$ cat config.mk
export PLATFORM = sky130hd
export DESIGN_NAME = pt_cell
export DESIGN_NICKNAME = d
export VERILOG_FILES = /design/src/rtl/pt_pkg.sv /design/src/rtl/pt_cell.sv
export SDC_FILE = /design/constraint.sdc
export NUM_CORES = 1
export LEC_CHECK = 0
export ABC_AREA = 1
export ABC_CLOCK_PERIOD_IN_PS = 8300
export BUFFER_PORTS_ARGS = -buffer_cell sky130_fd_sc_hd__buf_2
export CAP_MARGIN = 20
export CORE_ASPECT_RATIO = 1.75
export CORE_UTILIZATION = 58
export CTS_BUF_LIST = sky130_fd_sc_hd__clkbuf_8
export DETAILED_ROUTE_END_ITERATION = 7
export GPL_TIMING_DRIVEN = 1
export PLACE_DENSITY = 0.92
export REMOVE_ABC_BUFFERS = 1
export SYNTH_ARGS = -nofsm -noshare
export SYNTH_HDL_FRONTEND = slang
export SYNTH_SLANG_ARGS = --single-unit
export TNS_END_PERCENT = 10
$ cat constraint.sdc
create_clock -name i_clk -period 8.3 [get_ports i_clk]
set_input_delay 1.66 -clock i_clk [delete_from_list [all_inputs] [get_ports i_clk]]
set_output_delay 1.66 -clock i_clk [all_outputs]
set_load 0.02 [all_outputs]
$ cat src/rtl/pt_pkg.sv
// pt_pkg: shared types and constants of the presence table with aging
// used by the channel interfaces, the table cells, the report queue and the top level
// no dependencies

package pt_pkg;

    // table geometry and field widths
    localparam int TABLE_ENTRIES = 16;
    localparam int IDX_W         = $clog2(TABLE_ENTRIES);
    localparam int TIME_W        = 32;
    localparam int MAC_W         = 48;
    localparam int LIVES_W       = 4;
    localparam int TIMEOUT_W     = 32;
    localparam int ENTRY_IDX_W   = 4;
    localparam int FUNC_W        = 2;
    localparam int CFG_IDX_W     = 2;
    localparam int CFG_DATA_W    = 32;
    localparam int CMP_W         = (TIME_W > TIMEOUT_W) ? TIME_W : TIMEOUT_W;

    // register indexes of the configuration port
    localparam logic [CFG_IDX_W-1:0] CFG_TIMEOUT = CFG_IDX_W'(0);
    localparam logic [CFG_IDX_W-1:0] CFG_LIVES   = CFG_IDX_W'(1);

    // reset values of the registers
    localparam logic [TIMEOUT_W-1:0] TIMEOUT_RST = TIMEOUT_W'(30000);
    localparam logic [LIVES_W-1:0]   LIVES_RST   = LIVES_W'(3);

    // item kinds
    typedef enum logic [FUNC_W-1:0] {
        FUNC_SIGHT   = 2'd0,
        FUNC_TICK    = 2'd1,
        FUNC_PRELOAD = 2'd2
    } t_func;

    // sequencer states
    typedef enum logic [1:0] {
        ST_IDLE,
        ST_WALK,
        ST_FLUSH
    } t_state;

    // token that walks the cell chain with the item
    typedef struct packed {
        logic              active;
        logic [FUNC_W-1:0] func;
        logic [MAC_W-1:0]  mac;
        logic              found;
        logic              free_found;
        logic [IDX_W-1:0]  free_idx;
    } t_token;

    // one report on its way to the output
    typedef struct packed {
        logic                   valid;
        logic [MAC_W-1:0]       mac;
        logic                   present;
        logic                   observed;
        logic                   full;
        logic [ENTRY_IDX_W-1:0] idx;
    } t_report;

    // write of a new entry into one slot
    typedef struct packed {
        logic             en;
        logic [IDX_W-1:0] idx;
        logic [MAC_W-1:0] mac;
        logic             present;
        logic             observed;
    } t_fill;

endpackage

$ cat src/rtl/pt_cell.sv
// pt_cell: one slot of the presence table and one stage of the token chain
// matches and ages its entry while the token passes and hands the token on; a new entry is filled in from the tail step
// depends on pt_pkg

module pt_cell (
    input  logic                             i_clk,
    input  logic                             i_rst_n,
    input  logic [pt_pkg::IDX_W-1:0]         i_idx,
    input  pt_pkg::t_token                   i_tok,
    input  logic                             i_adv,
    input  logic [pt_pkg::TIME_W-1:0]        i_time,
    input  logic [pt_pkg::TIMEOUT_W-1:0]     i_timeout,
    input  logic [pt_pkg::LIVES_W-1:0]       i_lives,
    input  pt_pkg::t_fill                    i_fill,
    output pt_pkg::t_token                   o_tok,
    output pt_pkg::t_report                  o_rpt
);
    import pt_pkg::*;

    logic               r_valid;
    logic [MAC_W-1:0]   r_addr;
    logic               r_present;
    logic               r_observed;
    logic [TIME_W-1:0]  r_seen;
    logic [LIVES_W-1:0] r_lives;
    t_token             r_tok;

    logic               n_valid;
    logic [MAC_W-1:0]   n_addr;
    logic               n_present;
    logic               n_observed;
    logic [TIME_W-1:0]  n_seen;
    logic [LIVES_W-1:0] n_lives;
    t_token             n_tok;

    logic               w_match;
    logic               w_expired;
    logic [TIME_W-1:0]  w_diff;
    logic               w_commit;
    logic               w_fill_me;

    // entry compare and age test
    assign w_match   = r_valid && (r_addr == i_tok.mac);
    assign w_diff    = i_time - r_seen;
    assign w_expired = r_valid && (CMP_W'(w_diff) > CMP_W'(i_timeout)) && (r_lives != '0);
    assign w_commit  = i_tok.active && i_adv;
    assign w_fill_me = i_fill.en && (i_fill.idx == i_idx);

    // token step, entry update and report
    always_comb begin
        n_tok      = i_tok;
        n_valid    = r_valid;
        n_addr     = r_addr;
        n_present  = r_present;
        n_observed = r_observed;
        n_seen     = r_seen;
        n_lives    = r_lives;
        o_rpt      = '0;
        if (i_tok.active) begin
            case (i_tok.func)
                FUNC_SIGHT: begin
                    if (w_match) begin
                        n_tok.found = 1'b1;
                        n_present   = 1'b1;
                        n_seen      = i_time;
                        n_lives     = i_lives;
                        o_rpt.valid    = 1'b1;
                        o_rpt.mac      = i_tok.mac;
                        o_rpt.present  = 1'b1;
                        o_rpt.observed = r_observed;
                        o_rpt.idx      = ENTRY_IDX_W'(i_idx);
                    end
                    if (!r_valid && !i_tok.free_found) begin
                        n_tok.free_found = 1'b1;
                        n_tok.free_idx   = i_idx;
                    end
                end
                FUNC_TICK: begin
                    if (w_expired) begin
                        n_lives = r_lives - LIVES_W'(1);
                        n_seen  = i_time;
                        if (r_lives == LIVES_W'(1)) begin
                            n_present      = 1'b0;
                            o_rpt.valid    = 1'b1;
                            o_rpt.mac      = r_addr;
                            o_rpt.observed = r_observed;
                            o_rpt.idx      = ENTRY_IDX_W'(i_idx);
                        end
                    end
                end
                FUNC_PRELOAD: begin
                    if (!r_valid && !i_tok.free_found) begin
                        n_tok.free_found = 1'b1;
                        n_tok.free_idx   = i_idx;
                    end
                end
                default: begin
                end
            endcase
        end
        // new entry written at the end of a walk
        if (w_fill_me) begin
            n_valid    = 1'b1;
            n_addr     = i_fill.mac;
            n_present  = i_fill.present;
            n_observed = i_fill.observed;
            n_seen     = i_time;
            n_lives    = i_lives;
        end
    end

    // control: valid bit and token presence
    always_ff @(posedge i_clk) begin
        if (!i_rst_n) begin
            r_valid      <= 1'b0;
            r_tok.active <= 1'b0;
        end else begin
            if (w_fill_me) begin
                r_valid <= n_valid;
            end
            if (i_adv) begin
                r_tok.active <= n_tok.active;
            end
        end
    end

    // payload: entry fields and token contents
    always_ff @(posedge i_clk) begin
        if (w_commit || w_fill_me) begin
            r_addr     <= n_addr;
            r_present  <= n_present;
            r_observed <= n_observed;
            r_seen     <= n_seen;
            r_lives    <= n_lives;
        end
        if (i_adv) begin
            r_tok.func       <= n_tok.func;
            r_tok.mac        <= n_tok.mac;
            r_tok.found      <= n_tok.found;
            r_tok.free_found <= n_tok.free_found;
            r_tok.free_idx   <= n_tok.free_idx;
        end
    end

    assign o_tok = r_tok;

endmodule

=== Word-level counts from Yosys, hierarchy flattened ===
Cells that the tools add are included.

* Bits in registers: 143
* Bits of input ports: 187
* Word-level logic and storage cells: 66

* Add/sub/neg operators: 2
* Magnitude comparators: 1
* Equal/unequal tests: 7
* Mux-type cells: 29
* Reduce and logical (&&, ||, !) cells: 16

{| class="wikitable"
|+ Operators with widths
! kind !! number
|-
| 2-to-1 mux 32 bit || 4
|-
| 2-to-1 mux 51 bit || 2
|-
| 2-to-1 mux 49 bit || 2
|-
| one-hot mux 49 bit (2 select lines) || 1
|-
| one-hot mux 32 bit (2 select lines) || 1
|-
| == test 48 bit || 1
|-
| > comparator 32 bit || 1
|-
| 2-to-1 mux 4 bit || 8
|-
| subtractor 32 bit || 1
|-
| one-hot mux 4 bit (2 select lines) || 2
|-
| 2-to-1 mux 5 bit || 2
|-
| logical AND 1 bit || 6
|-
| 2-to-1 mux 6 bit || 1
|-
| != test 3 bit (second input constant) || 2
|-
| 2-to-1 mux 1 bit || 5
|-
| AND reduction 5 bit || 1
|-
| == test 4 x 1 -> 1 bit (second input constant) || 1
|-
| == test 4 bit || 1
|-
| nonzero test 4 bit || 1
|-
| subtractor 4 x 1 -> 4 bit (second input constant) || 1
|-
| nonzero test 3 bit || 1
|-
| == test 2 x 1 -> 1 bit (second input constant) || 1
|-
| == test 2 bit (second input constant) || 1
|-
| logical NOT 1 bit || 2
|-
| 6 further kinds || 6
|}

=== Logic depth before layout (Yosys ltp) ===
* Depth after elaboration: 8
* Depth in mapped cells: 26
* Gate-level depth less buffers: 25

=== Least setup slack after synthesis ===
OpenSTA, ideal clock, no wires.

* Path kind: in2out
* Start point: input port i_time[0] in the netlist's numbering
* End point: output port o_rpt[15] in the netlist's numbering
* Data arrival time: 4.497 ns
* Data required time: 6.640 ns
* Setup slack: 2.143 ns
* Stages on the path: 20
* Path buffers: 1
* Cell sequence: inv_1 -> ha_1 -> inv_1 -> fa_1 -> nand3_1 -> nand2_1 -> a21oi_1 -> o21ai_1 -> a21oi_1 -> xnor2_1 -> ha_1 -> nand2_1 -> nor2_1 -> nand2_1 -> a21oi_1 -> nor2_1 -> nand2_1 -> buf_2 -> nand4_1 -> a21oi_1

{| class="wikitable"
|+ RTL lines
! element !! line !! source
|-
| from (decl) || pt_cell.sv:11 || <nowiki>input logic [pt_pkg::TIME_W-1:0] i_time,</nowiki>
|-
| to (decl) || pt_cell.sv:16 || <nowiki>output pt_pkg::t_report o_rpt</nowiki>
|}

==> metrics.txt <==
CP Data Arrival Time 5.83 ns; DR iter-0 viols 831; Hold Vio Cnt, Final 0; syn avg cell area 8.310 um2; Max IR drop VDD 0.08742 mV; register area share after synthesis 0.4392; share of cells above drive strength 1 0.2463; synthesized flop and latch total 143; Crit. End Element primary output; Worst Path Required 6.64 ns; core area 16450 um2; total CTS buffers 17; Post-CTS Setup Bufs 0; All-Layer GR Usage 0.3850; initial antenna violation count 7; crit path cell chain buf_2 > inv_1 > ha_1 > inv_1 > fa_1 > nand3_1 > nand2_1 > a21oi_1 > o21ai_1 > a21oi_1 > xnor2_1 > ha_1 > nand2_1 > nor2_1 > nand4_1 > nor2_1 > nand2_1 > nand2_2 > buf_4 > nand4_1 > a21oi_1 > buf_2; Final ANT Viol Nets 0; highest cell delay on the worst timing path 0.52 ns; Initial DRT Pass Iterations 6; fill count 1287; post-layout net count 1714; Clock Latency Late Sink 0.48 ns; yosys warns 0; Mapped Area 9731 um2; Cell Rows 62; Residual DRC 0; Achievable Freq 133.4 MHz; PD cells 155.2 nW/um2; crit path max fanout 30; relative slew slack 0.3184; Max-Cap Viols 0; Fin Setup TNS 0 ns; class of the worst hold path register to register; initial core utilization 0.5917; DPL Wire Length 24890 um; # setup viols final 0; input/output buffers 297; post-CTS sizing 0; Post-CTS Hold Buffers 0; IO Count 300; CTS tree built; WL per Instance 19.33 um; Slew Viols, Final 0; Yosys cell types 43; CTS root buf clkbuf_8; Max stage delay cell, worst path nand2_2; RSZ-0062 raised after global routing false; Synth Instances 1171; die width 99.91 um; Area growth, synth to finish 21.41%; clock sinks 143; Clock H-tree levels 4; clock-pin slew on the worst setup and hold paths 0.08 ns; Die Ht 173.3 um; Vias 9944; Pleak 0.005643 uW; CP Launch Type primary input; Via density 5.843; detailed-route wire length 32900 um; Slew @ Worst Pin 1.022 ns; Final Wtd Congestion 0.9744; die area 17320 um2; Tmin final 7.495 ns; Hold WS 0.4975 ns; largest net degree at the start of global routing 59; first-pass GRT wire length 49600 um; Setup Crit Path Kind primary input to primary output; Max Buffers Root-to-Sink 2; Async S/R FF share, synth 0; number of global-route vias before repair 9964; EDFF count, synth 141; GRT overflow 0; run status finished, final reports clean; skew final 0.01570 ns; Tcrit/Tclk final 0.9030; Synth Flop Type edfxtp_1
-- cell families (layout without fill, tap and decap cells) --
kind of cell | count (synthesis) | count (layout) | share of synthesized area
other | 1 | 5 | 0.0003854
adder cells (fa/ha/maj) | 66 | 66 | 0.08564
multiplexers | 1 | 1 | 0.001157
XOR/XNOR | 40 | 40 | 0.03600
AND/OR/NAND/NOR | 520 | 520 | 0.2450
flip-flops | 143 | 143 | 0.4392
AO/OA/AOI/OAI | 180 | 180 | 0.1008
buffers and inverters | 220 | 523 | 0.09181
-- per-layer routing --
| metal | vias up | global-route usage | wire length (um) |
|---|---|---|---|
| met3 | 200 | 0.1105 | 2931 |
| met2 | 677 | 0.6819 | 17040 |
| li1 | 4603 | - | - |
| met4 | 6 | 0.3143 | 2780 |
| met1 | 4458 | 0.3566 | 10110 |
| met5 | - | 0 | 41 |
-- worst max-delay path, delay by kind of cell --
family	cells	cell delay (ns)
AND/OR/NAND/NOR	9	1.44
AO/OA/AOI/OAI	4	1.08
buffers and inverters	5	0.72
XOR/XNOR	1	0.11
adder cells (fa/ha/maj)	3	0.82
-- flip-flops by register name, indices dropped and copies added, names as in the netlist --
name        cells
r_observed      1
r_valid         1
o_tok          57
r_seen         32
r_lives         4
r_addr         48
-- area by class of cell --
class,instances,area [um2],share of cell area
timing repair buffer,306,1599,0.1354
clock inverter,15,146.4,0.01239
multi-input combinational,808,4576,0.3873
sequential,143,4274,0.3618
antenna,4,10.01,0.0008473
clock buffer,17,234.0,0.01981
tap,224,280.3,0.02372
inverter,185,694.4,0.05878
-- Yosys cell counts, types with 5 or more instances --
master | number | share of area
xnor2_1 | 22 | 0.020
nand2_1 | 233 | 0.090
nor2_1 | 108 | 0.042
inv_1 | 181 | 0.070
a21oi_1 | 107 | 0.055
clkbuf_1 | 12 | 0.0046
xor2_1 | 18 | 0.016
o21a_1 | 5 | 0.0039
o21bai_1 | 5 | 0.0039
nand4_1 | 111 | 0.071
nor3_1 | 8 | 0.0041
a21o_1 | 7 | 0.0054
nand3_1 | 36 | 0.019
or2_2 | 10 | 0.0064
buf_2 | 12 | 0.0062
buf_4 | 5 | 0.0039
o21ai_0 | 27 | 0.014
edfxtp_1 | 141 | 0.44
o21ai_1 | 12 | 0.0062
ha_1 | 65 | 0.084
-- power breakdown --
part | switching (uW) | internal (uW) | total, uW
Clock | 291 | 266 | 556
Combinational | 277 | 150 | 427
Sequential | 15.0 | 835 | 850
Total | 582 | 1250 | 1830
-- final timing paths --
path         startpoint   endpoint  slack, ns  cells after the start
max           i_time[0]  o_rpt[49]       0.81                     22
min           o_tok[56]  o_tok[56]       0.50                      2
max reg2reg   r_seen[0]  r_seen[0]       3.52                     22
min reg2reg   o_tok[56]  o_tok[56]       0.50                      2
-- per-stage QoR --
stage | cells | setup WS, ns | area [um2] | total power [uW] | util
CTS | 1695 | 0.8648 | 11740 | 1823 | 0.7136
floorplan | 1136 | 1.517 | 9532 | 1109 | -
finish | 1702 | 0.8050 | 11810 | 1834 | 0.7184
detailed placement | 1663 | 0.9086 | 11360 | 1279 | 0.6905
global route | 1700 | 0.4615 | 11810 | 1899 | 0.7180
global placement | 1663 | 0.9896 | 11360 | 1267 | 0.6905
-- cells in the final DEF (no fill, tap or decap), drive strengths merged, types with 2 or more instances in the layout --
cell    synthesis  routed
a21boi          4       4
a21o            7       7
a21oi         107     107
a31oi           4       4
and3            3       3
buf            20     306
bufinv          0       2
clkbuf         15      17
clkinv          0       7
dfxtp           2       2
diode           0       4
edfxtp        141     141
ha             65      65
inv           185     190
nand2         235     235
nand3          36      36
nand4         111     111
nor2          113     113
nor3            9       9
o211ai          2       2
o21a            5       5
o21ai          39      39
o21bai          5       5
o221ai          2       2
o22ai           3       3
or2            11      11
xnor2          22      22
xor2           18      18
No activity file was read; power rests on OpenSTA's default activity.
