--- src/rtl/pt_pkg.sv ---
// pt_pkg: shared types and constants of the presence table with aging
// used by the channel interfaces, the table cells, the report queue and the top level
// no dependencies

package pt_pkg;

    // table geometry and field widths
    localparam int TABLE_ENTRIES = 16;
    localparam int IDX_W         = $clog2(TABLE_ENTRIES);
    localparam int TIME_W        = 32;
    localparam int MAC_W         = 48;
    localparam int LIVES_W       = 4;
    localparam int TIMEOUT_W     = 32;
    localparam int ENTRY_IDX_W   = 4;
    localparam int FUNC_W        = 2;
    localparam int CFG_IDX_W     = 2;
    localparam int CFG_DATA_W    = 32;
    localparam int CMP_W         = (TIME_W > TIMEOUT_W) ? TIME_W : TIMEOUT_W;

    // register indexes of the configuration port
    localparam logic [CFG_IDX_W-1:0] CFG_TIMEOUT = CFG_IDX_W'(0);
    localparam logic [CFG_IDX_W-1:0] CFG_LIVES   = CFG_IDX_W'(1);

    // reset values of the registers
    localparam logic [TIMEOUT_W-1:0] TIMEOUT_RST = TIMEOUT_W'(30000);
    localparam logic [LIVES_W-1:0]   LIVES_RST   = LIVES_W'(3);

    // item kinds
    typedef enum logic [FUNC_W-1:0] {
        FUNC_SIGHT   = 2'd0,
        FUNC_TICK    = 2'd1,
        FUNC_PRELOAD = 2'd2
    } t_func;

    // sequencer states
    typedef enum logic [1:0] {
        ST_IDLE,
        ST_WALK,
        ST_FLUSH
    } t_state;

    // token that walks the cell chain with the item
    typedef struct packed {
        logic              active;
        logic [FUNC_W-1:0] func;
        logic [MAC_W-1:0]  mac;
        logic              found;
        logic              free_found;
        logic [IDX_W-1:0]  free_idx;
    } t_token;

    // one report on its way to the output
    typedef struct packed {
        logic                   valid;
        logic [MAC_W-1:0]       mac;
        logic                   present;
        logic                   observed;
        logic                   full;
        logic [ENTRY_IDX_W-1:0] idx;
    } t_report;

    // write of a new entry into one slot
    typedef struct packed {
        logic             en;
        logic [IDX_W-1:0] idx;
        logic [MAC_W-1:0] mac;
        logic             present;
        logic             observed;
    } t_fill;

endpackage

--- src/rtl/pt_if.sv ---


interface pt_rpt_if;
    import pt_pkg::*;
    logic                   valid;
    logic                   ready;
    logic [MAC_W-1:0]       report_mac;
    logic                   present;
    logic                   observed;
    logic                   table_full;
    logic [ENTRY_IDX_W-1:0] entry_index;
    logic                   last;

    modport source (output valid, output report_mac, output present, output observed,
                    output table_full, output entry_index, output last, input ready);
    modport sink   (input valid, input report_mac, input present, input observed,
                    input table_full, input entry_index, input last, output ready);
endinterface


--- src/rtl/pt_rptq.sv ---
// pt_rptq: report output stage of the presence table
// holds one report back until the next one or the end of the item decides its last flag
// depends on pt_pkg and pt_if

module pt_rptq (
    input  logic            i_clk,
    input  logic            i_rst_n,
    input  pt_pkg::t_report i_rpt,
    input  logic            i_flush,
    output logic            o_ready,
    pt_rpt_if.source        o_rpt
);
    import pt_pkg::*;

    t_report r_pend;
    t_report r_out;
    logic    r_out_last;
    logic    w_pop;
    logic    w_can_move;

    assign w_pop      = r_out.valid && o_rpt.ready;
    assign w_can_move = !r_out.valid || o_rpt.ready;
    assign o_ready    = !r_pend.valid || w_can_move;

    // control: valid flags of the held and the shown report
    always_ff @(posedge i_clk) begin
        if (!i_rst_n) begin
            r_pend.valid <= 1'b0;
            r_out.valid  <= 1'b0;
        end else if (i_rpt.valid && o_ready) begin
            r_pend.valid <= 1'b1;
            if (r_pend.valid) begin
                r_out.valid <= 1'b1;
            end else if (w_pop) begin
                r_out.valid <= 1'b0;
            end
        end else if (i_flush && r_pend.valid && w_can_move) begin
            r_pend.valid <= 1'b0;
            r_out.valid  <= 1'b1;
        end else if (w_pop) begin
            r_out.valid <= 1'b0;
        end
    end

    // payload: a held report moves out when a newer one arrives or the item ends
    always_ff @(posedge i_clk) begin
        if (i_rpt.valid && o_ready) begin
            r_pend.mac      <= i_rpt.mac;
            r_pend.present  <= i_rpt.present;
            r_pend.observed <= i_rpt.observed;
            r_pend.full     <= i_rpt.full;
            r_pend.idx      <= i_rpt.idx;
            if (r_pend.valid) begin
                r_out.mac      <= r_pend.mac;
                r_out.present  <= r_pend.present;
                r_out.observed <= r_pend.observed;
                r_out.full     <= r_pend.full;
                r_out.idx      <= r_pend.idx;
                r_out_last     <= 1'b0;
            end
        end else if (i_flush && r_pend.valid && w_can_move) begin
            r_out.mac      <= r_pend.mac;
            r_out.present  <= r_pend.present;
            r_out.observed <= r_pend.observed;
            r_out.full     <= r_pend.full;
            r_out.idx      <= r_pend.idx;
            r_out_last     <= 1'b1;
        end
    end

    assign o_rpt.valid       = r_out.valid;
    assign o_rpt.report_mac  = r_out.mac;
    assign o_rpt.present     = r_out.present;
    assign o_rpt.observed    = r_out.observed;
    assign o_rpt.table_full  = r_out.full;
    assign o_rpt.entry_index = r_out.idx;
    assign o_rpt.last        = r_out_last;

endmodule

--- src/flat_wrapper.sv ---
// flat-port wrapper written by rule: the top's interface ports become plain ports
module pt_rptq_flat import pt_pkg::*;
  (i_clk, i_rst_n, i_rpt, i_flush, o_ready, o_rpt_valid, o_rpt_report_mac, o_rpt_present, o_rpt_observed, o_rpt_table_full, o_rpt_entry_index, o_rpt_last, o_rpt_ready);
  pt_rpt_if o_rpt_i ();
  input  logic i_clk;
  input  logic i_rst_n;
  input  pt_pkg::t_report i_rpt;
  input  logic i_flush;
  output logic o_ready;
  output wire logic [$bits(o_rpt_i.valid)-1:0] o_rpt_valid;
  output wire logic [$bits(o_rpt_i.report_mac)-1:0] o_rpt_report_mac;
  output wire logic [$bits(o_rpt_i.present)-1:0] o_rpt_present;
  output wire logic [$bits(o_rpt_i.observed)-1:0] o_rpt_observed;
  output wire logic [$bits(o_rpt_i.table_full)-1:0] o_rpt_table_full;
  output wire logic [$bits(o_rpt_i.entry_index)-1:0] o_rpt_entry_index;
  output wire logic [$bits(o_rpt_i.last)-1:0] o_rpt_last;
  input wire logic [$bits(o_rpt_i.ready)-1:0] o_rpt_ready;
  assign o_rpt_valid = o_rpt_i.valid;
  assign o_rpt_report_mac = o_rpt_i.report_mac;
  assign o_rpt_present = o_rpt_i.present;
  assign o_rpt_observed = o_rpt_i.observed;
  assign o_rpt_table_full = o_rpt_i.table_full;
  assign o_rpt_entry_index = o_rpt_i.entry_index;
  assign o_rpt_last = o_rpt_i.last;
  assign o_rpt_i.ready = o_rpt_ready;
  pt_rptq u_core (.i_clk(i_clk), .i_rst_n(i_rst_n), .i_rpt(i_rpt), .i_flush(i_flush), .o_ready(o_ready), .o_rpt(o_rpt_i));
endmodule
--- config.mk ---
export PLATFORM = sky130hd
export DESIGN_NAME = pt_rptq_flat
export DESIGN_NICKNAME = d
export VERILOG_FILES = /design/src/rtl/pt_pkg.sv /design/src/rtl/pt_if.sv /design/src/rtl/pt_rptq.sv /design/src/flat_wrapper.sv
export SDC_FILE = /design/constraint.sdc
export NUM_CORES = 1
export LEC_CHECK = 0
export ABC_AREA = 1
export BUFFER_PORTS_ARGS = -buffer_cell sky130_fd_sc_hd__buf_4
export CAP_MARGIN = 0
export CORE_MARGIN = 5
export CORE_UTILIZATION = 52
export CTS_CLUSTER_DIAMETER = 150
export DETAILED_ROUTE_END_ITERATION = 6
export GPL_TIMING_DRIVEN = 0
export PLACE_DENSITY = 0.85
export SYNTH_ARGS = -nofsm -noshare
export SYNTH_HDL_FRONTEND = slang
export SYNTH_SLANG_ARGS = --single-unit
--- constraint.sdc ---
create_clock -name i_clk -period 5.3 [get_ports i_clk]
set_input_delay 1.06 -clock i_clk [delete_from_list [all_inputs] [get_ports i_clk]]
set_output_delay 1.06 -clock i_clk [all_outputs]
set_load 0.03 [all_outputs]
After elaboration in Yosys (flattened, before gate mapping) --
Cells that the tools add are included.
Storage, ports and cells: register bits after elaboration 113, input port bits 60, output and inout port bits 58, logic and storage cells 36
Operators by class: equal/unequal tests 1, mux-type cells 12, reduce and logical (&&, ||, !) cells 10
Operators by type and width (number):
- 55-bit two-way mux | 3
- 1-bit two-way mux | 9
- 1-bit logical AND | 4
- 1-bit logical NOT | 2
- 1-bit logical OR | 2
- 2-bit by 1-bit != test with 1-bit output, second input constant | 1
- 2-bit AND reduction | 1
- 2-bit nonzero test | 1

Logic depth before layout (Yosys ltp) --
Gate-level depths: netlist of run 1.
depth in word-level cells 6, gate-level depth with buffers 5, gate-level depth less buffers 5

Least setup slack after synthesis of run 1 --
Ideal clock, no wire load.
path kind input-to-reg, start point input o_rpt_ready, end point register u_core.r_out, in the netlist u_core.o_rpt.entry_index[0], enable pin, library setup time 0.410 ns, data arrival time 2.499 ns, data required time 4.890 ns, path slack 2.390 ns, stages 4, buffers on the path 0, cells stage by stage inv_1 > nand3_2 > nand3_1 > inv_1
On the way: word-level cells in the longest chain between the ends 5, elaborated cells between the ends (all ways) 7, classes of those cells 1 x eq/ne; 6 x reduce/logical
Ends and longest elaborated chain:
- start: declaration | RTL line flat_wrapper.sv:17 | input wire logic [$bits(o_rpt_i.ready)-1:0] o_rpt_ready;
- 1-bit logical OR * | RTL line pt_rptq.sv:22 | assign w_can_move = !r_out.valid || o_rpt.ready;
- 1-bit logical OR * | RTL line pt_rptq.sv:23 | assign o_ready = !r_pend.valid || w_can_move;
- named net o_ready | RTL line flat_wrapper.sv:9 | output logic o_ready;
- 1-bit logical AND * | RTL line pt_rptq.sv:47 | if (i_rpt.valid && o_ready) begin
- 2-bit by 1-bit != test with 1-bit output (no line) / 2-bit nonzero test (equally long branches)
- 2-bit AND reduction (no line) *
- end: declaration | RTL line pt_rptq.sv:16 | t_report r_out;
The timed path passes the listed nets; every way through them passes the cells marked *. A chain may end at the register's enable or synchronous reset.

Worst setup path after layout of run 1 --
start point input o_rpt_ready, end point output o_ready
On the way: word-level cells in the longest chain between the ends 2
Ends and longest elaborated chain (RTL line):
- 1-bit logical OR | pt_rptq.sv:22
- 1-bit logical OR | pt_rptq.sv:23
- end: declaration | flat_wrapper.sv:9
No other way between the ends.

==> results.md, run 1 <==
* Status: finished clean
* Total CTS buffers at 17
* Critical Path Most Common Cell: buf_4
* Worst VDD drop at roughly 0.00038 V
* Cells after DPL at 326
* Post-route ant nets at 0
* Clock transition at the registers of the reported paths at 0.05 ns
* Reg power frac at a little under half
* Setup slack, reg-to-reg at between 3 and 4 ns
* Max Slew Vio Count at 0
* Crit end category: primary output
* WL/cell at roughly 18 um
* Hold Path Cell Cnt at 0
* Worst path max stage delay at between 0.15 and 0.2 ns
* Sw Pwr at slightly below 0.5 mW
* Total leakage power at about 2 nW
* Max-cap violation count at 0
* Initial antenna violation count at 0
* Max Root-Sink Buffers at 2
* Post-cts sizing count at 0
* Synth-to-layout area growth at 45.8%
* CTS tree: yes
* RSZ-0062 raised after global routing: no
* Critical Path Start: o_rpt_ready
* ANT cells at 0
* Synth warn at 0
* Least-Margin Pin Slew at 0.444 ns
* Startpoint Class: input pin
* Fin Clk Skew at roughly 0.0066 ns
* WP data arrival at about 1.5 ns
* Non-Filler Instances at 357
* Worst reg2reg startpoint: u_core.r_pend[55]
* CP Max Fanout at 4
* Vias in the first global route at 1864
* Worst R2R End: u_core.o_rpt.report_mac[25]
* Top Ports at between 100 and 150
* H-Tree Depth at 4
* Syn avg cell area at around 27 sq um
* Clock sinks at about 110
* Final worst setup slack at around 2.7 ns
* WL final at 6570 um
* Num rows at 29
* CTS root buf: clkbuf_8
* Initial drt markers at 95
* Post-CTS Setup Inserts at 0
* Pre-CTS setup slack at roughly 2.7 ns
* # hold bufs at CTS at 0
* Yosys cell types at 8
* GPL Wtd Cong at approximately 0.73
* Fin nets at roughly 330
* Largest net degree at the start of global routing at 43
* Commonest non-fill, non-tap cells in the layout: 117 x buf_4, 111 x edfxtp_1, 16 x clkbuf_16
* Hold slack at roughly 0.41 ns
* Switching portion of total power at 20.9%
* Die Area at between 0.008 and 0.009 sq mm
* R2R cell count at 5
* Peak Freq at between 300 and 400 MHz
* Syn_nets at 190
* Int Power at around 1.8 mW
* TNS Setup at 0 ns
* Routed vias/inst at roughly 4.7
* Initial core utilization at a little over half
* CP cell instances: buf_4, inv_1, nand3_2, buf_4
* Final min period at ~2.6 ns
* Via count at approximately 1700
* Period utilization at between 40% and 50%
* Required time worst endpoint at around 4.2 ns
* Worst Setup Path Type: in -> out
* Port bufs at 117
* Hold Violations, Final at 0
* Dpl hpwl at approximately 4300 um
* CORE AREA at approximately 0.0064 sq mm
* Total global-route track usage at between 10% and 20%
* Seq/Total Area, Yosys at 97.8%
* Drt drc at 0
* Initial DRT Pass Iterations at 4
* First-pass GRT wire length at a little over 10000 um
* Die Width at a little over 90 um
* Layout cell share with drive strength beyond 1 at a little over half
* Clk_lat worst skew at 0.50 ns
* Worst hold path startpoint: u_core.r_pend[48]
* Commonest non-fill, non-tap cell in the layout: buf_4
* Cell count after synthesis at 130
* Total grt overflow at 0
* Layout Utilization at about four fifths
* Rel. slew slack at between 70% and 80%
* P per Cell Area at approximately 460 mW/mm^2
* Worst min path class: reg -> reg
* Slowest CP cell: buf_4
* Final Setup Violations at 0
* Hold Path Sink: u_core.o_rpt.report_mac[41]
* Cell area after synthesis at around 0.0035 sq mm
* Clk pwr share at a little under half
* Die height at approximately 90 um
* Seq cells post-synth at 113
* Combinational power share at under 10%
-- cells in the mapped netlist --
cell type	instances	share of area, %
inv_1	6	0.65
nand2_1	7	0.76
a21oi_2	1	0.25
nand3_1	1	0.14
nand3_2	1	0.29
a21oi_1	1	0.14
edfxtp_1	111	97
dfxtp_1	2	1.2
-- registers in the layout (all words and copies together) (netlist names) --
signal / count
u_core.o_rpt.entry_index: 4
u_core.o_rpt.last: 1
u_core.o_rpt.observed: 1
u_core.o_rpt.present: 1
u_core.o_rpt.report_mac: 48
u_core.o_rpt.table_full: 1
u_core.o_rpt.valid: 1
u_core.r_pend: 56
-- layout make-up --
cell class                 count  area (sq um)
multi-input combinational     11          55.1
fill                         334          1360
clock buffer                  20           425
tap                           77          96.3
inverter                       6          22.5
sequential                   113          3370
clock inverter                11           140
timing repair buffer         119           918
-- worst max-delay path by stage --
stage	end	slack, ns	depth (start not counted)
after floorplan	u_core.o_rpt.entry_index[0]	2.39	4
after global placement	u_core.r_pend[35]	2.03	5
after detailed placement	o_ready	2.70	4
after CTS	o_ready	2.70	4
after global routing	o_ready	2.65	4
final	o_ready	2.70	4
-- logic make-up (layout without fill, tap and decap cells) --
| family | after synthesis | after routing | share of synthesized area, % |
|---|---|---|---|
| AO/OA/AOI/OAI | 2 | 2 | 0.399 |
| buffers and inverters | 6 | 156 | 0.653 |
| flip-flops | 113 | 113 | 97.8 |
| AND/OR/NAND/NOR | 9 | 9 | 1.20 |
-- power by group through the flow --
stage | combinational (mW) | sequential [mW] | clock (mW)
after global routing | 0.182 | 1.07 | 1.14
after CTS | 0.175 | 1.07 | 1.09
after detailed placement | 0.174 | 1.08 | 0
final | 0.172 | 1.07 | 1.07
after global placement | 0.164 | 1.08 | 0
after floorplan | 0.0210 | 1.14 | 0
-- layer usage --
| metal | vias up | wire (um) | track usage [%] |
|---|---|---|---|
| met5 | - | 0 | 0 |
| li1 | 787 | - | - |
| met3 | 9 | 791 | 11.7 |
| met1 | 794 | 2500 | 18.9 |
| met4 | 0 | 72 | 5.50 |
| met2 | 99 | 3200 | 25.8 |
-- stage by stage --
stage	power [mW]	instance area, sq um
floorplan	1.16	3450
global placement	1.25	4430
detailed placement	1.26	4470
CTS	2.33	5030
global route	2.40	5030
finish	2.31	5030
-- worst max-delay path: cells and delay by family --
kind | cells | cell delay [ns]
buf+inv | 3 | 0.38
simple gates | 1 | 0.10
(Power assumes the default switching activity.)
==> inputs of run 2 (changes only) <==
--- a/config.mk
+++ b/config.mk
@@ -5,15 +5,15 @@
 export SDC_FILE = /design/constraint.sdc
 export NUM_CORES = 1
 export LEC_CHECK = 0
-export ABC_AREA = 1
+export ABC_AREA = 0
 export BUFFER_PORTS_ARGS = -buffer_cell sky130_fd_sc_hd__buf_4
 export CAP_MARGIN = 0
 export CORE_MARGIN = 5
-export CORE_UTILIZATION = 52
+export CORE_UTILIZATION = 44
 export CTS_CLUSTER_DIAMETER = 150
 export DETAILED_ROUTE_END_ITERATION = 6
 export GPL_TIMING_DRIVEN = 0
-export PLACE_DENSITY = 0.85
+export PLACE_DENSITY = 0.77
 export SYNTH_ARGS = -nofsm -noshare
 export SYNTH_HDL_FRONTEND = slang
 export SYNTH_SLANG_ARGS = --single-unit
==> constraint.sdc (replaced) <==
create_clock -name i_clk -period 2.2 [get_ports i_clk]
set_input_delay 0.44 -clock i_clk [delete_from_list [all_inputs] [get_ports i_clk]]
set_output_delay 0.44 -clock i_clk [all_outputs]
set_load 0.03 [all_outputs]
==> results.md, run 2 <==
* Max FFs per register at 56 (unchanged)
* Commonest non-fill, non-tap cells in the layout: 117 x buf_4, 111 x edfxtp_1, 16 x clkbuf_16
* GPL Wtd Cong at 0.691 (-5.2%)
* H-Tree Depth at 4 (unchanged)
* Rel. slew slack at 19.0% (-51 points)
* CORE AREA at 0.00765 sq mm (+20%)
* CTS tree: yes
* Filler Cell Count at 491 (+47%)
* Max Root-Sink Buffers at 2 (unchanged)
* Clock transition at the registers of the reported paths at 0.06 ns (about the same)
* Synth-to-layout area growth at 46.9%
* Post-synth top area share at 97.1% (+0.49 points)
* Syn_nets at 183 (-3.7%)
* Worst Setup Path Type: reg -> reg
* Seq cells post-synth at 113 (unchanged)
* Post-route ant nets at 0 (unchanged)
* Worst R2R End: u_core.r_pend[48]
* P per Cell Area at 1070 mW/mm^2 (+130%)
* Critical Path Start: u_core.o_rpt.valid
* Num rows at 32 (+10%)
* Reg power frac at 46.9% (+0.6 points)
* Max Slew Vio Count at 0 (unchanged)
* Main combinational cell family by area after synthesis: simple AND/OR/NAND/NOR gates
* Clock sinks at 113 (unchanged)
* Setup slack, reg-to-reg at 0.33 ns (-3.42 ns)
* Fin Clk Skew at 0.0114 ns (+0.00479 ns)
* Number of flops mapped to enable cells by yosys at 111 (unchanged)
* Multi-input gate area at 65.1 sq um (+18%)
* Dominant cell type by area after synthesis: edfxtp_1
* Total global-route track usage at 12.9% (-4.0 points)
* Post-CTS Setup Inserts at 0 (unchanged)
* Vias in the first global route at 1778 (-4.6%)
* Via count at 1621 (-4.0%)
* Worst hold path startpoint: i_rpt[38]
* Largest net degree at the start of global routing at 57 (+33%)
* RSZ-0062 raised after global routing: no
* Xor and xnor area share after synthesis at 0% (unchanged)
* ANT cells at 0 (unchanged)
* Layout cell share with drive strength beyond 1 at 55.7% (+2.5 points)
* Switching portion of total power at 21.3% (+0.40 points)
* Peak Freq at between 500 and 600 MHz
* R2R cell count at 2 (-3)
* Top-count cell post-synth: edfxtp_1
* Syn avg cell area at 27.9 sq um (+5.2%)
* Initial drt markers at 79 (-17%)
* Clk pwr share at 47.5% (+1.2 points)
* WL final at 6000 um (-8.6%)
* CP Max Fanout at 55 (+51)
* Hold Violations, Final at 0 (unchanged)
* Post-cts sizing count at 0 (unchanged)
* Yosys cell types at 11 (+3)
* Sw Pwr at 1.15 mW (+140%)
* Mux cell area share after synthesis at 0% (unchanged)
* Commonest non-fill, non-tap cell in the layout: buf_4
* Hold slack at 0.105 ns (-0.308 ns)
* Hold Path Cell Cnt at 1 (+1)
* Port bufs at 117 (unchanged)
* Asr flop ratio synth at 0% (unchanged)
* WP data arrival at 1.98 ns (+0.44 ns)
* Dominant cells by area after synthesis: edfxtp_1 97%, dfxtp_1 1.2%, o21ai_1 0.29%
* Combinational power share at 5.7% (-1.8 points)
* Simple-gate share of the synthesized area at 0.948% (-0.25 points)
* First-pass GRT wire length at 9150 um (-9.6%)
* Drt drc at 0 (unchanged)
* Largest register by flop count: u_core.r_pend
* Final min period at 1.87 ns
* Status: finished clean
* Synth Flop Type: edfxtp_1
* Total CTS buffers at 17 (unchanged)
* Initial antenna violation count at 0 (unchanged)
* Cell count after synthesis at 123 (-5.4%)
* Crit end category: register
* Synth warn at 0 (unchanged)
* Compound-Gate Fraction of Synth Area at 0.692% (+0.29 points)
* Period utilization at about 85%
* Tot Pwr at 5.40 mW (+130%)
* Total grt overflow at 0 (unchanged)
* Die Width at 98.3 um (+7.5%)
* Die Area at 0.00967 sq mm (+16%)
* Final Setup Violations at 0 (unchanged)
* Hold Path Sink: u_core.r_pend[38]
* Least-Margin Pin Slew at 1.22 ns (+0.772 ns)
* Required time worst endpoint at 2.31 ns (-1.93 ns)
* Synth Area in Adders at 0% (unchanged)
* Clk_lat worst skew at 0.50 ns (about the same)
* Initial DRT Pass Iterations at 4 (unchanged)
* CTS root buf: clkbuf_8
* Worst VDD drop at 0.000628 V (+67%)
* Total leakage power at 1.94 nW (-2.6%)
* WL/cell at 16.0 um (-13%)
* Synth cell count leaders: 111 x edfxtp_1, 2 x dfxtp_1, 2 x o21ai_1
* Startpoint Class: register
* Worst reg2reg startpoint: u_core.o_rpt.valid
* Fin nets at 320 (-2.4%)
* Worst min path class: in -> reg
* Max-cap violation count at 0 (unchanged)
* FF+latch area at 0.00337 sq mm (unchanged)
* Routed vias/inst at 4.32 (-8.6%)
* Top Ports at 118 (unchanged)
* Int Power at 4.25 mW (+130%)
* Initial core utilization at 44.9% (-9.1 points)
* TNS Setup at 0 ns (unchanged)
* Die height at 98.3 um (+7.5%)
* Seq/Total Area, Yosys at 98.3% (+0.50 points)
* Cell area after synthesis at 0.00343 sq mm (-0.51%)
* # hold bufs at CTS at 0 (unchanged)
==> run 2: cell count changes in the layout (fill, tap and decap cells not counted), moves of 2 or more <==
cell        delta
nand2_1        -6
inv_6          +2
clkinv_4       +3
clkinv_1       -2
o21ai_1        +2
inv_1          -3
clkbuf_1       -2
clkinv_2       -2
inv_2          -2
clkinvlp_4     +3
==> run 2: worst max path at each step <==
stage	slack, ns	end	depth (start not counted)
after floorplan	0.21	u_core.r_pend[0]	2
after CTS	0.06	u_core.o_rpt.report_mac[34]	2
after global routing	0.21	u_core.r_pend[37]	2
after detailed placement	-0.11	u_core.o_rpt.report_mac[44]	3
after global placement	-0.02	u_core.o_rpt.entry_index[0]	3
final	0.33	u_core.r_pend[48]	2
==> run 2: logic make-up after synthesis <==
kind of cell | count (synthesis)
DFF | 113
AOI/OAI and AO/OA | 4
buffers and inverters | 1
and+or+nand+nor | 5
==> run 2: layer usage <==
metal	global-route usage, %	up-vias	wire, um
li1	-	778	-
met1	12.1	764	2030
met2	21.6	69	3260
met3	9.64	10	659
met4	4.41	0	48
met5	0	-	0
==> run 2: stage by stage <==
stage          util [%]  area (sq um)  worst slack [ns]  instances
6_report           66.0          5040             0.326        375
5_1_grt            66.0          5040             0.205        375
4_1_cts            65.7          5020            0.0626        374
3_5_place_dp       58.2          4450            -0.108        342
3_3_place_gp       58.2          4450           -0.0184        342
2_1_floorplan         -          3440             0.213        123
==> run 2: layout make-up <==
| class | instances | area share, % |
|---|---|---|
| Sequential cell | 113 | 66.9 |
| Timing Repair Buffer | 118 | 17.8 |
| Clock buffer | 18 | 8.28 |
| Clock inverter | 14 | 3.15 |
| Tap cell | 102 | 2.53 |
| Multi-Input combinational cell | 9 | 1.29 |
| Inverter | 1 | 0.0744 |
==> run 2: worst max-delay path: stages (launching register included) <==
cell,delay [ns]
dfxtp_1,0.33
nand3b_1,0.14
and2_2,0.98
==> run 2: power groups by stage <==
stage	clock network [mW]	registers [mW]	logic, mW
final	2.56	2.53	0.306
after global routing	2.72	2.54	0.324
after CTS	2.61	2.53	0.306
after detailed placement	0	2.58	0.305
after global placement	0	2.57	0.300
after floorplan	0	2.66	0.0416
